--- src/rtl/albr_pkg.sv ---
// ----------------------------------------------------------------------------
// albr_pkg
// Shared widths, constants and transaction structs of the AXI-Lite slave
// bridge.
// ----------------------------------------------------------------------------
package albr_pkg;

  // Field widths of the bus and IP sides
  localparam int FIELD_W = 32;
  localparam int STRB_W  = 4;
  localparam int WAIT_W  = 8;

  // Default address width and read wait count after reset
  localparam int ADDR_WIDTH_DEFAULT = 32;
  localparam logic [WAIT_W-1:0] READ_WAIT_RESET = 8'd2;

  typedef logic [FIELD_W-1:0] word_t;
  typedef logic [STRB_W-1:0]  strb_t;
  typedef logic [WAIT_W-1:0]  wait_t;

  // One clock tick of bus handshake signals and IP read data
  typedef struct packed {
    logic  read_addr_valid;
    word_t read_addr;
    logic  read_ready;
    logic  write_addr_valid;
    word_t write_addr;
    logic  write_data_valid;
    word_t write_data;
    strb_t write_strobes;
    logic  write_resp_ready;
    word_t ip_read_data;
  } item_t;

  // Registered outputs of the read machine
  typedef struct packed {
    logic  read_addr_ready;
    logic  read_data_valid;
    word_t read_data;
    word_t ip_read_addr;
    logic  ip_read_strobe;
  } rd_out_t;

  // Registered outputs of the write machine
  typedef struct packed {
    logic  write_addr_ready;
    logic  write_data_ready;
    logic  write_resp_valid;
    word_t ip_write_addr;
    word_t ip_write_data;
    strb_t ip_write_byte_enables;
    logic  ip_write_strobe;
  } wr_out_t;

endpackage

--- src/rtl/axi_lite_slave_bridge_top.sv ---
// ----------------------------------------------------------------------------
// axi_lite_slave_bridge_top
// AXI-Lite slave to IP register port bridge, one bus tick per transaction.
// ----------------------------------------------------------------------------
// Usage:
//   Each input transaction is one bus clock tick: the AXI-Lite handshake
//   signals from the master plus the IP read data. Each input transaction
//   yields exactly one output transaction: the registered bus and IP port
//   signals after that tick's update of the read and write machines.
//   From input acceptance to output valid, the input register holds the
//   tick, then a step updates the state registers, which drive the outputs
//   directly and raise out_valid.
//   Throughput is one transaction per cycle while out_ready is high; the
//   input register and the state registers form a two-entry pipeline.
//   When the receiver stalls, the outputs hold and the input register takes
//   one more transaction, then in_ready drops until out_ready returns.
//   Reset clears both machines to idle, out_valid and all bus and IP
//   outputs to zero, and sets read_wait_cycles to 2. cfg_write_en writes
//   read_wait_cycles at once; write it only while no transaction is in flight.
// ----------------------------------------------------------------------------
module axi_lite_slave_bridge_top #(
  parameter int ADDR_WIDTH = albr_pkg::ADDR_WIDTH_DEFAULT
) (
  input  logic                   clk,
  input  logic                   rst,
  // configuration
  input  logic                   cfg_write_en,
  input  albr_pkg::wait_t        cfg_write_data,
  // input channel
  input  logic                   in_valid,
  output logic                   in_ready,
  input  logic                   read_addr_valid,
  input  albr_pkg::word_t        read_addr,
  input  logic                   read_ready,
  input  logic                   write_addr_valid,
  input  albr_pkg::word_t        write_addr,
  input  logic                   write_data_valid,
  input  albr_pkg::word_t        write_data,
  input  albr_pkg::strb_t        write_strobes,
  input  logic                   write_resp_ready,
  input  albr_pkg::word_t        ip_read_data,
  // output channel
  output logic                   out_valid,
  input  logic                   out_ready,
  output logic                   read_addr_ready,
  output logic                   read_data_valid,
  output albr_pkg::word_t        read_data,
  output logic                   write_addr_ready,
  output logic                   write_data_ready,
  output logic                   write_resp_valid,
  output albr_pkg::word_t        ip_read_addr,
  output logic                   ip_read_strobe,
  output albr_pkg::word_t        ip_write_addr,
  output albr_pkg::word_t        ip_write_data,
  output albr_pkg::strb_t        ip_write_byte_enables,
  output logic                   ip_write_strobe
);

  albr_pkg::item_t   item_in;
  albr_pkg::item_t   held_item;
  albr_pkg::rd_out_t rd;
  albr_pkg::wr_out_t wr;
  albr_pkg::wait_t   read_wait_cycles;
  logic              held_valid;
  logic              step;

  // Configuration register
  always_ff @(posedge clk) begin
    if (rst) begin
      read_wait_cycles <= albr_pkg::READ_WAIT_RESET;
    end else if (cfg_write_en) begin
      read_wait_cycles <= cfg_write_data;
    end
  end

  // Pack the tick
  always_comb begin
    item_in.read_addr_valid  = read_addr_valid;
    item_in.read_addr        = read_addr;
    item_in.read_ready       = read_ready;
    item_in.write_addr_valid = write_addr_valid;
    item_in.write_addr       = write_addr;
    item_in.write_data_valid = write_data_valid;
    item_in.write_data       = write_data;
    item_in.write_strobes    = write_strobes;
    item_in.write_resp_ready = write_resp_ready;
    item_in.ip_read_data     = ip_read_data;
  end

  // Machines step when a tick is held and the output slot is free
  assign step = held_valid && (!out_valid || out_ready);

  always_ff @(posedge clk) begin
    if (rst) begin
      out_valid <= 1'b0;
    end else if (step) begin
      out_valid <= 1'b1;
    end else if (out_ready) begin
      out_valid <= 1'b0;
    end
  end

  albr_in_stage u_in_stage (
    .clk        (clk),
    .rst        (rst),
    .in_valid   (in_valid),
    .in_ready   (in_ready),
    .item_in    (item_in),
    .advance    (step),
    .held_valid (held_valid),
    .held_item  (held_item)
  );

  albr_read_fsm #(
    .ADDR_WIDTH (ADDR_WIDTH)
  ) u_read_fsm (
    .clk              (clk),
    .rst              (rst),
    .step             (step),
    .read_wait_cycles (read_wait_cycles),
    .item             (held_item),
    .rd               (rd)
  );

  albr_write_fsm #(
    .ADDR_WIDTH (ADDR_WIDTH)
  ) u_write_fsm (
    .clk  (clk),
    .rst  (rst),
    .step (step),
    .item (held_item),
    .wr   (wr)
  );

  // Outputs come straight from the machine registers
  assign read_addr_ready       = rd.read_addr_ready;
  assign read_data_valid       = rd.read_data_valid;
  assign read_data             = rd.read_data;
  assign ip_read_addr          = rd.ip_read_addr;
  assign ip_read_strobe        = rd.ip_read_strobe;
  assign write_addr_ready      = wr.write_addr_ready;
  assign write_data_ready      = wr.write_data_ready;
  assign write_resp_valid      = wr.write_resp_valid;
  assign ip_write_addr         = wr.ip_write_addr;
  assign ip_write_data         = wr.ip_write_data;
  assign ip_write_byte_enables = wr.ip_write_byte_enables;
  assign ip_write_strobe       = wr.ip_write_strobe;

endmodule

--- src/rtl/albr_in_stage.sv ---
// ----------------------------------------------------------------------------
// albr_in_stage
// Input register: holds one tick transaction until the machines consume it.
// ----------------------------------------------------------------------------
module albr_in_stage (
  input  logic           clk,
  input  logic           rst,
  input  logic           in_valid,
  output logic           in_ready,
  input  albr_pkg::item_t item_in,
  input  logic           advance,
  output logic           held_valid,
  output albr_pkg::item_t held_item
);

  // Take a new transaction when empty or when the held one moves on
  assign in_ready = !held_valid || advance;

  always_ff @(posedge clk) begin
    if (rst) begin
      held_valid <= 1'b0;
    end else if (in_ready) begin
      held_valid <= in_valid;
    end
  end

  always_ff @(posedge clk) begin
    if (in_valid && in_ready) begin
      held_item <= item_in;
    end
  end

endmodule

--- src/rtl/albr_read_fsm.sv ---
// ----------------------------------------------------------------------------
// albr_read_fsm
// Read machine: address latch, IP read strobe, wait count, response hold.
// ----------------------------------------------------------------------------
module albr_read_fsm #(
  parameter int ADDR_WIDTH = albr_pkg::ADDR_WIDTH_DEFAULT
) (
  input  logic             clk,
  input  logic             rst,
  input  logic             step,
  input  albr_pkg::wait_t  read_wait_cycles,
  input  albr_pkg::item_t  item,
  output albr_pkg::rd_out_t rd
);

  // Address bits kept: ADDR_WIDTH, capped at the field width
  localparam int ADDR_KEEP = (ADDR_WIDTH < albr_pkg::FIELD_W) ? ADDR_WIDTH
                                                             : albr_pkg::FIELD_W;

  typedef enum logic [2:0] {
    RD_IDLE     = 3'd0,
    RD_REGISTER = 3'd1,
    RD_WAIT     = 3'd2,
    RD_RESPONSE = 3'd3,
    RD_DONE     = 3'd4
  } rd_state_t;

  rd_state_t              state;
  albr_pkg::wait_t        wait_counter;
  logic [ADDR_KEEP-1:0]   latched_read_addr;
  logic [ADDR_KEEP-1:0]   ip_raddr;
  albr_pkg::word_t        captured_read_data;
  logic                   arready;
  logic                   rvalid;
  logic                   ip_rd;

  // State and registered outputs, advanced once per consumed tick
  always_ff @(posedge clk) begin
    if (rst) begin
      state              <= RD_IDLE;
      wait_counter       <= '0;
      latched_read_addr  <= '0;
      ip_raddr           <= '0;
      captured_read_data <= '0;
      arready            <= 1'b0;
      rvalid             <= 1'b0;
      ip_rd              <= 1'b0;
    end else if (step) begin
      unique case (state)
        RD_IDLE: begin
          wait_counter <= '0;
          rvalid       <= 1'b0;
          if (item.read_addr_valid) begin
            latched_read_addr <= item.read_addr[ADDR_KEEP-1:0];
            arready           <= 1'b1;
            state             <= RD_REGISTER;
          end
        end
        RD_REGISTER: begin
          arready  <= 1'b0;
          ip_raddr <= latched_read_addr;
          ip_rd    <= 1'b1;
          state    <= RD_WAIT;
        end
        RD_WAIT: begin
          ip_rd              <= 1'b0;
          captured_read_data <= item.ip_read_data;
          // zero wait count wraps the compare value to 255, the longest wait
          if (wait_counter == albr_pkg::wait_t'(read_wait_cycles - 8'd1)) begin
            rvalid <= 1'b1;
            state  <= RD_RESPONSE;
          end else begin
            wait_counter <= wait_counter + 8'd1;
          end
        end
        RD_RESPONSE: begin
          state <= RD_DONE;
        end
        default: begin
          // hold rvalid until the master takes the data
          if (item.read_ready) begin
            rvalid <= 1'b0;
            state  <= RD_IDLE;
          end
        end
      endcase
    end
  end

  always_comb begin
    rd.read_addr_ready = arready;
    rd.read_data_valid = rvalid;
    rd.read_data       = captured_read_data;
    rd.ip_read_addr    = albr_pkg::word_t'(ip_raddr);
    rd.ip_read_strobe  = ip_rd;
  end

endmodule

--- src/rtl/albr_write_fsm.sv ---
// ----------------------------------------------------------------------------
// albr_write_fsm
// Write machine: address and data in either order, one IP write, response.
// ----------------------------------------------------------------------------
module albr_write_fsm #(
  parameter int ADDR_WIDTH = albr_pkg::ADDR_WIDTH_DEFAULT
) (
  input  logic             clk,
  input  logic             rst,
  input  logic             step,
  input  albr_pkg::item_t  item,
  output albr_pkg::wr_out_t wr
);

  localparam int ADDR_KEEP = (ADDR_WIDTH < albr_pkg::FIELD_W) ? ADDR_WIDTH
                                                             : albr_pkg::FIELD_W;

  typedef enum logic [2:0] {
    WR_IDLE       = 3'd0,
    WR_ADDR_FIRST = 3'd1,
    WR_DATA_FIRST = 3'd2,
    WR_UPDATE     = 3'd3,
    WR_DONE       = 3'd4
  } wr_state_t;

  wr_state_t            state;
  logic [ADDR_KEEP-1:0] latched_write_addr;
  albr_pkg::word_t      latched_write_data;
  albr_pkg::strb_t      latched_write_strobes;
  logic [ADDR_KEEP-1:0] ip_waddr;
  albr_pkg::word_t      ip_wdata;
  albr_pkg::strb_t      ip_wbe;
  logic                 awready;
  logic                 wready;
  logic                 bvalid;
  logic                 ip_wr;

  // State and registered outputs, advanced once per consumed tick
  always_ff @(posedge clk) begin
    if (rst) begin
      state                 <= WR_IDLE;
      latched_write_addr    <= '0;
      latched_write_data    <= '0;
      latched_write_strobes <= '0;
      ip_waddr              <= '0;
      ip_wdata              <= '0;
      ip_wbe                <= '0;
      awready               <= 1'b0;
      wready                <= 1'b0;
      bvalid                <= 1'b0;
      ip_wr                 <= 1'b0;
    end else if (step) begin
      unique case (state)
        WR_IDLE: begin
          if (item.write_addr_valid) begin
            latched_write_addr <= item.write_addr[ADDR_KEEP-1:0];
            awready            <= 1'b1;
          end
          if (item.write_data_valid) begin
            latched_write_data    <= item.write_data;
            latched_write_strobes <= item.write_strobes;
            wready                <= 1'b1;
          end
          if (item.write_addr_valid && item.write_data_valid) begin
            state <= WR_UPDATE;
          end else if (item.write_addr_valid) begin
            state <= WR_ADDR_FIRST;
          end else if (item.write_data_valid) begin
            state <= WR_DATA_FIRST;
          end else begin
            awready <= 1'b0;
            wready  <= 1'b0;
            bvalid  <= 1'b0;
            ip_wr   <= 1'b0;
          end
        end
        WR_ADDR_FIRST: begin
          if (item.write_data_valid) begin
            latched_write_data    <= item.write_data;
            latched_write_strobes <= item.write_strobes;
            wready                <= 1'b1;
            state                 <= WR_UPDATE;
          end
        end
        WR_DATA_FIRST: begin
          if (item.write_addr_valid) begin
            latched_write_addr <= item.write_addr[ADDR_KEEP-1:0];
            awready            <= 1'b1;
            state              <= WR_UPDATE;
          end
        end
        WR_UPDATE: begin
          bvalid   <= 1'b1;
          wready   <= 1'b0;
          awready  <= 1'b0;
          ip_waddr <= latched_write_addr;
          ip_wdata <= latched_write_data;
          ip_wbe   <= latched_write_strobes;
          ip_wr    <= 1'b1;
          state    <= WR_DONE;
        end
        default: begin
          // hold bvalid and the IP write until the response is taken
          if (item.write_resp_ready) begin
            bvalid <= 1'b0;
            ip_wr  <= 1'b0;
            state  <= WR_IDLE;
          end
        end
      endcase
    end
  end

  always_comb begin
    wr.write_addr_ready      = awready;
    wr.write_data_ready      = wready;
    wr.write_resp_valid      = bvalid;
    wr.ip_write_addr         = albr_pkg::word_t'(ip_waddr);
    wr.ip_write_data         = ip_wdata;
    wr.ip_write_byte_enables = ip_wbe;
    wr.ip_write_strobe       = ip_wr;
  end

endmodule

--- config.mk ---
export PLATFORM = sky130hd
export DESIGN_NAME = axi_lite_slave_bridge_top
export DESIGN_NICKNAME = d
export VERILOG_FILES = /design/src/rtl/albr_pkg.sv /design/src/rtl/axi_lite_slave_bridge_top.sv /design/src/rtl/albr_in_stage.sv /design/src/rtl/albr_read_fsm.sv /design/src/rtl/albr_write_fsm.sv
export SDC_FILE = /design/constraint.sdc
export NUM_CORES = 1
export LEC_CHECK = 0
export BUFFER_PORTS_ARGS = -buffer_cell sky130_fd_sc_hd__buf_2
export CAP_MARGIN = 10
export CELL_PAD_IN_SITES_DETAIL_PLACEMENT = 0
export CELL_PAD_IN_SITES_GLOBAL_PLACEMENT = 1
export CORE_MARGIN = 2
export CORE_UTILIZATION = 40
export CTS_CLUSTER_SIZE = 12
export DETAILED_ROUTE_END_ITERATION = 8
export PLACE_DENSITY = 0.85
export SYNTH_ARGS = -nofsm -noshare
export SYNTH_HDL_FRONTEND = slang
export SYNTH_SLANG_ARGS = --single-unit
--- constraint.sdc ---
create_clock -name clk -period 4.6 [get_ports clk]
set_input_delay 0.23 -clock clk [delete_from_list [all_inputs] [get_ports clk]]
set_output_delay 0.23 -clock clk [all_outputs]
set_load 0.01 [all_outputs]
==> results.sh <==
export IMPL_status="complete, no violations"
export IMPL_cts_buffers=43
export IMPL_finalMaxSlewViolations=0
export IMPL_startpoint="out_ready"
export IMPL_ys_top_cells_by_area="dfxtp_1 38%, edfxtp_1 30%, nand2_1 14%"
export IMPL_cts_tree="built"
export IMPL_drive_gt1_share_pct=20.81
export IMPL_syn_area_sq_mm=0.01366
export IMPL_drt_pass1_iter_count=5
export IMPL_period_minus_slack_ns=2.503
export IMPL_wl_per_cell_um=15.12
export IMPL_syn_nets=1511
export IMPL_syn_avg_cell_area_sq_um=10.05
export IMPL_end_kind="flip-flop"
export IMPL_areaGrowthSynthToFinish_pct=34.63
export IMPL_via_per_inst=4.853
export IMPL_ant_nets=0
export IMPL_nNetsFinal=1925
export IMPL_clkTransAtPathRegs_ns=0.05
export IMPL_rsz0062_at_grt="false"
export IMPL_preCtsSetupSlack_ns=2.101
export IMPL_drc_errors=0
export IMPL_insertion_delay_ns=0.54
export IMPL_clock_skew_ns=0.008694
export IMPL_p_per_area_mw_per_mm2=415.4
export IMPL_gp_congestion=0.7515
export IMPL_timing_slew_headroom_pct=20.80
export IMPL_antenna_found_initial=4
export IMPL_timing_setup_tns_ns=0
export IMPL_io_buffers=290
export IMPL_start_util_pct=40.63
export IMPL_grtUsageMet1_pct=23.82
export IMPL_r2r_start="u_in_stage.held_valid$_SDFFE_PP0N_"
export IMPL_r2r_end="u_write_fsm.ip_waddr[6]$_SDFFE_PP0P_"
export IMPL_via_count=10950
export IMPL_ys_async_sr_fraction_pct=0
export IMPL_clock_fmax_mhz=399.5
export IMPL_dp_hpwl_mm=19.66
export IMPL_hold_class="primary input to flip-flop"
export IMPL_dieWidth_um=188.8
export IMPL_dieHeight_um=188.8
export IMPL_busiest_layer="met2"
export IMPL_setup_viol=0
export IMPL_vdd_drop_max_mv=0.3093
export IMPL_cp_cell_sequence="dlygate4sd3_1 > buf_2 > nand2b_1 > nand2_1 > nor2_1 > nand3_2 > buf_4 > nand2_1 > a21oi_1"
export IMPL_use_met2_pct=31.66
export IMPL_path_common_cell="nand2_1"
export IMPL_layout_setup_ws_ns=2.097
export IMPL_yosys_warnings=0
export IMPL_synth_edf_count=137
export IMPL_ys_types=45
export IMPL_reg2reg_slack_ns=2.17
export IMPL_hold_viol_final=0
export IMPL_leakage_nw=7.119
export IMPL_fp_row_count=67
export IMPL_worstPathRequired_ns=4.97
export IMPL_worst_path_max_fanout=38
export IMPL_root_buffer="clkbuf_16"
export IMPL_synth_seq_cells=399
export IMPL_yosysSeqAreaShare_pct=68.52
export IMPL_htreeDepth=2
export IMPL_cp_arrival_ns=2.87
export IMPL_synth_top_area_cell="dfxtp_1"
export IMPL_finalCritPeriodShare_pct=54.42
export IMPL_crit_end="u_write_fsm.ip_waddr[6]$_SDFFE_PP0P_"
export IMPL_drt_total_wl_mm=34.14
export IMPL_cp_slowest_cell="nand3_2"
export IMPL_start_kind="primary input"
export IMPL_coreArea_sq_mm=0.03362
export IMPL_grt_total_usage_pct=18.79
export IMPL_grtUsageMet3_pct=4.377
export IMPL_grt_pass1_wl_mm=54.30
export IMPL_clock_sinks=399
export IMPL_crit_path_max_incr_delay_ns=0.63
export IMPL_dieArea_sq_mm=0.03564
export IMPL_clockBufferDepth=3
export IMPL_ios=291
export IMPL_cts_resized=0
export IMPL_ys_flop_type="dfxtp_1"
export IMPL_critical_path_class="primary input to flip-flop"
export IMPL_cap_violations=0
export IMPL_postSynthCellCount=1359
export IMPL_drtIter0Drc=574
export IMPL_reg2regPathDepth=6
export IMPL_grt_overflow_total=0
export IMPL_yosys_area_top_type_share_pct=38.40
export IMPL_worst_pin_slew_ns=1.185
export IMPL_grt_max_degree=145
export IMPL_first_global_vias=10600
## worst max-delay path, delay by kind of cell
kind	cells	cell delay (ns)
compound gates	1	0.07
buf+inv	3	1.19
simple gates	5	1.36
## how the worst min path moves through the flow
| stage | start | to | slack [ns] | cells past startpoint |
|---|---|---|---|---|
| after floorplan | ip_read_data[0] | u_in_stage.held_item[0]$_DFFE_PP_ | 0.33 | 0 |
| after global placement | ip_read_data[8] | u_in_stage.held_item[8]$_DFFE_PP_ | 0.41 | 1 |
| after detailed placement | ip_read_data[0] | u_in_stage.held_item[0]$_DFFE_PP_ | 0.41 | 1 |
| after CTS | cfg_write_en | read_wait_cycles[1]$_SDFFE_PP1P_ | 0.09 | 2 |
| after global routing | cfg_write_en | read_wait_cycles[1]$_SDFFE_PP1P_ | 0.13 | 3 |
| final | cfg_write_en | read_wait_cycles[1]$_SDFFE_PP1P_ | 0.11 | 2 |
## cell type report
type                            instances  area, sq um
Fill cell                            2863        15230
Timing Repair Buffer                  453         3052
Clock inverter                          9        120.1
Multi-Input combinational cell        869         3965
Antenna cell                            2        5.005
Inverter                                7        26.28
Sequential cell                       399         9359
Tap cell                              448        560.5
Clock buffer                           70         1301
## state kept, by name (all words and copies together) (netlist names), 4 cells and up
register                           count
u_read_fsm.ip_raddr                   32
u_read_fsm.latched_read_addr          32
u_write_fsm.ip_waddr                  32
u_read_fsm.captured_read_data         32
read_wait_cycles                       8
u_write_fsm.ip_wdata                  32
u_read_fsm.wait_counter                8
u_write_fsm.latched_write_data        32
u_write_fsm.latched_write_addr        32
u_in_stage.held_item                 137
u_write_fsm.ip_wbe                     4
u_write_fsm.latched_write_strobes      4
## report_power, final
part / switching, mW / internal, mW / leakage, nW
sequential: 0.0492 / 3.77 / 3.46
combinational: 0.202 / 0.186 / 2.97
clock: 1.33 / 2.10 / 0.689
## cell usage after synthesis (2+ instances only)
cell      count
a21oi_1     252
a311oi_1      2
a31oi_1       4
and2_1        2
and2_2        2
and3_1        2
and3b_1       2
and4_1        2
buf_1         3
buf_2         3
buf_4         2
clkbuf_1     75
dfxtp_1     262
edfxtp_1    137
ha_1          2
inv_1         7
mux2i_1       9
nand2_1     492
nand3_1       3
nand4_1       5
nor2_1       25
nor2b_1       8
nor3_1        6
o211ai_1      4
o21ai_0      13
o31ai_1       2
or3_1         4
or4_1         5
xnor2_1       7
xor2_1        2
## cell families after synthesis
family / count (synthesis) / synth area share, %
AO/OA/AOI/OAI: 284 / 10.77
XOR/XNOR: 9 / 0.5771
adder cells (fa/ha/maj): 2 / 0.1832
buffers and inverters: 91 / 2.638
flip-flops: 399 / 68.52
multiplexers: 10 / 0.7420
AND/OR/NAND/NOR: 564 / 16.57
## what timing repair did
action / in CTS / in global routing
hold buffers: 147 / 0
hold endpoints to repair: 147 / 0
buffers inserted: 0 / 0
## placed cells by master, fill, tap and decap left out, drive strengths merged, types with 2 or more instances in the layout
| cell | Yosys | routed |
|---|---|---|
| a21oi | 252 | 252 |
| or3 | 4 | 4 |
| nand2 | 492 | 492 |
| buf | 9 | 305 |
| nor3 | 7 | 7 |
| and3b | 2 | 2 |
| nand3 | 3 | 3 |
| inv | 7 | 7 |
| o211ai | 4 | 4 |
| nand4 | 5 | 5 |
| dfxtp | 262 | 262 |
| a31oi | 4 | 4 |
| xnor2 | 7 | 7 |
| edfxtp | 137 | 137 |
| nor2 | 25 | 25 |
| xor2 | 2 | 2 |
| and2 | 4 | 4 |
| dlygate4sd3 | 0 | 147 |
| and3 | 2 | 2 |
| mux2i | 9 | 9 |
| o31ai | 2 | 2 |
| diode | 0 | 2 |
| nor2b | 8 | 8 |
| clkbuf | 75 | 71 |
| o21ai | 14 | 14 |
| ha | 2 | 2 |
| clkinv | 0 | 5 |
| a311oi | 2 | 2 |
| and4 | 3 | 3 |
| bufinv | 0 | 3 |
| or4 | 5 | 5 |
## metal layers
layer	vias to the layer above	routed length, um
met5	-	13
met4	2	854
met3	69	2372
met2	354	16270
met1	5148	14630
li1	5381	-
## stage by stage
stage / instance area, sq um / cells / hold WS (ns) / total power, mW / util [%]
2_1_floorplan: 13660 / 1359 / 0.3289 / 4.054 / -
3_3_place_gp: 15490 / 2029 / 0.4071 / 4.174 / 46.08
3_5_place_dp: 15490 / 2029 / 0.4081 / 4.182 / 46.08
4_1_cts: 18380 / 2255 / 0.08505 / 7.721 / 54.69
5_1_grt: 18390 / 2257 / 0.1269 / 7.917 / 54.70
6_report: 18390 / 2257 / 0.1082 / 7.639 / 54.70
(Power assumes the default switching activity.)
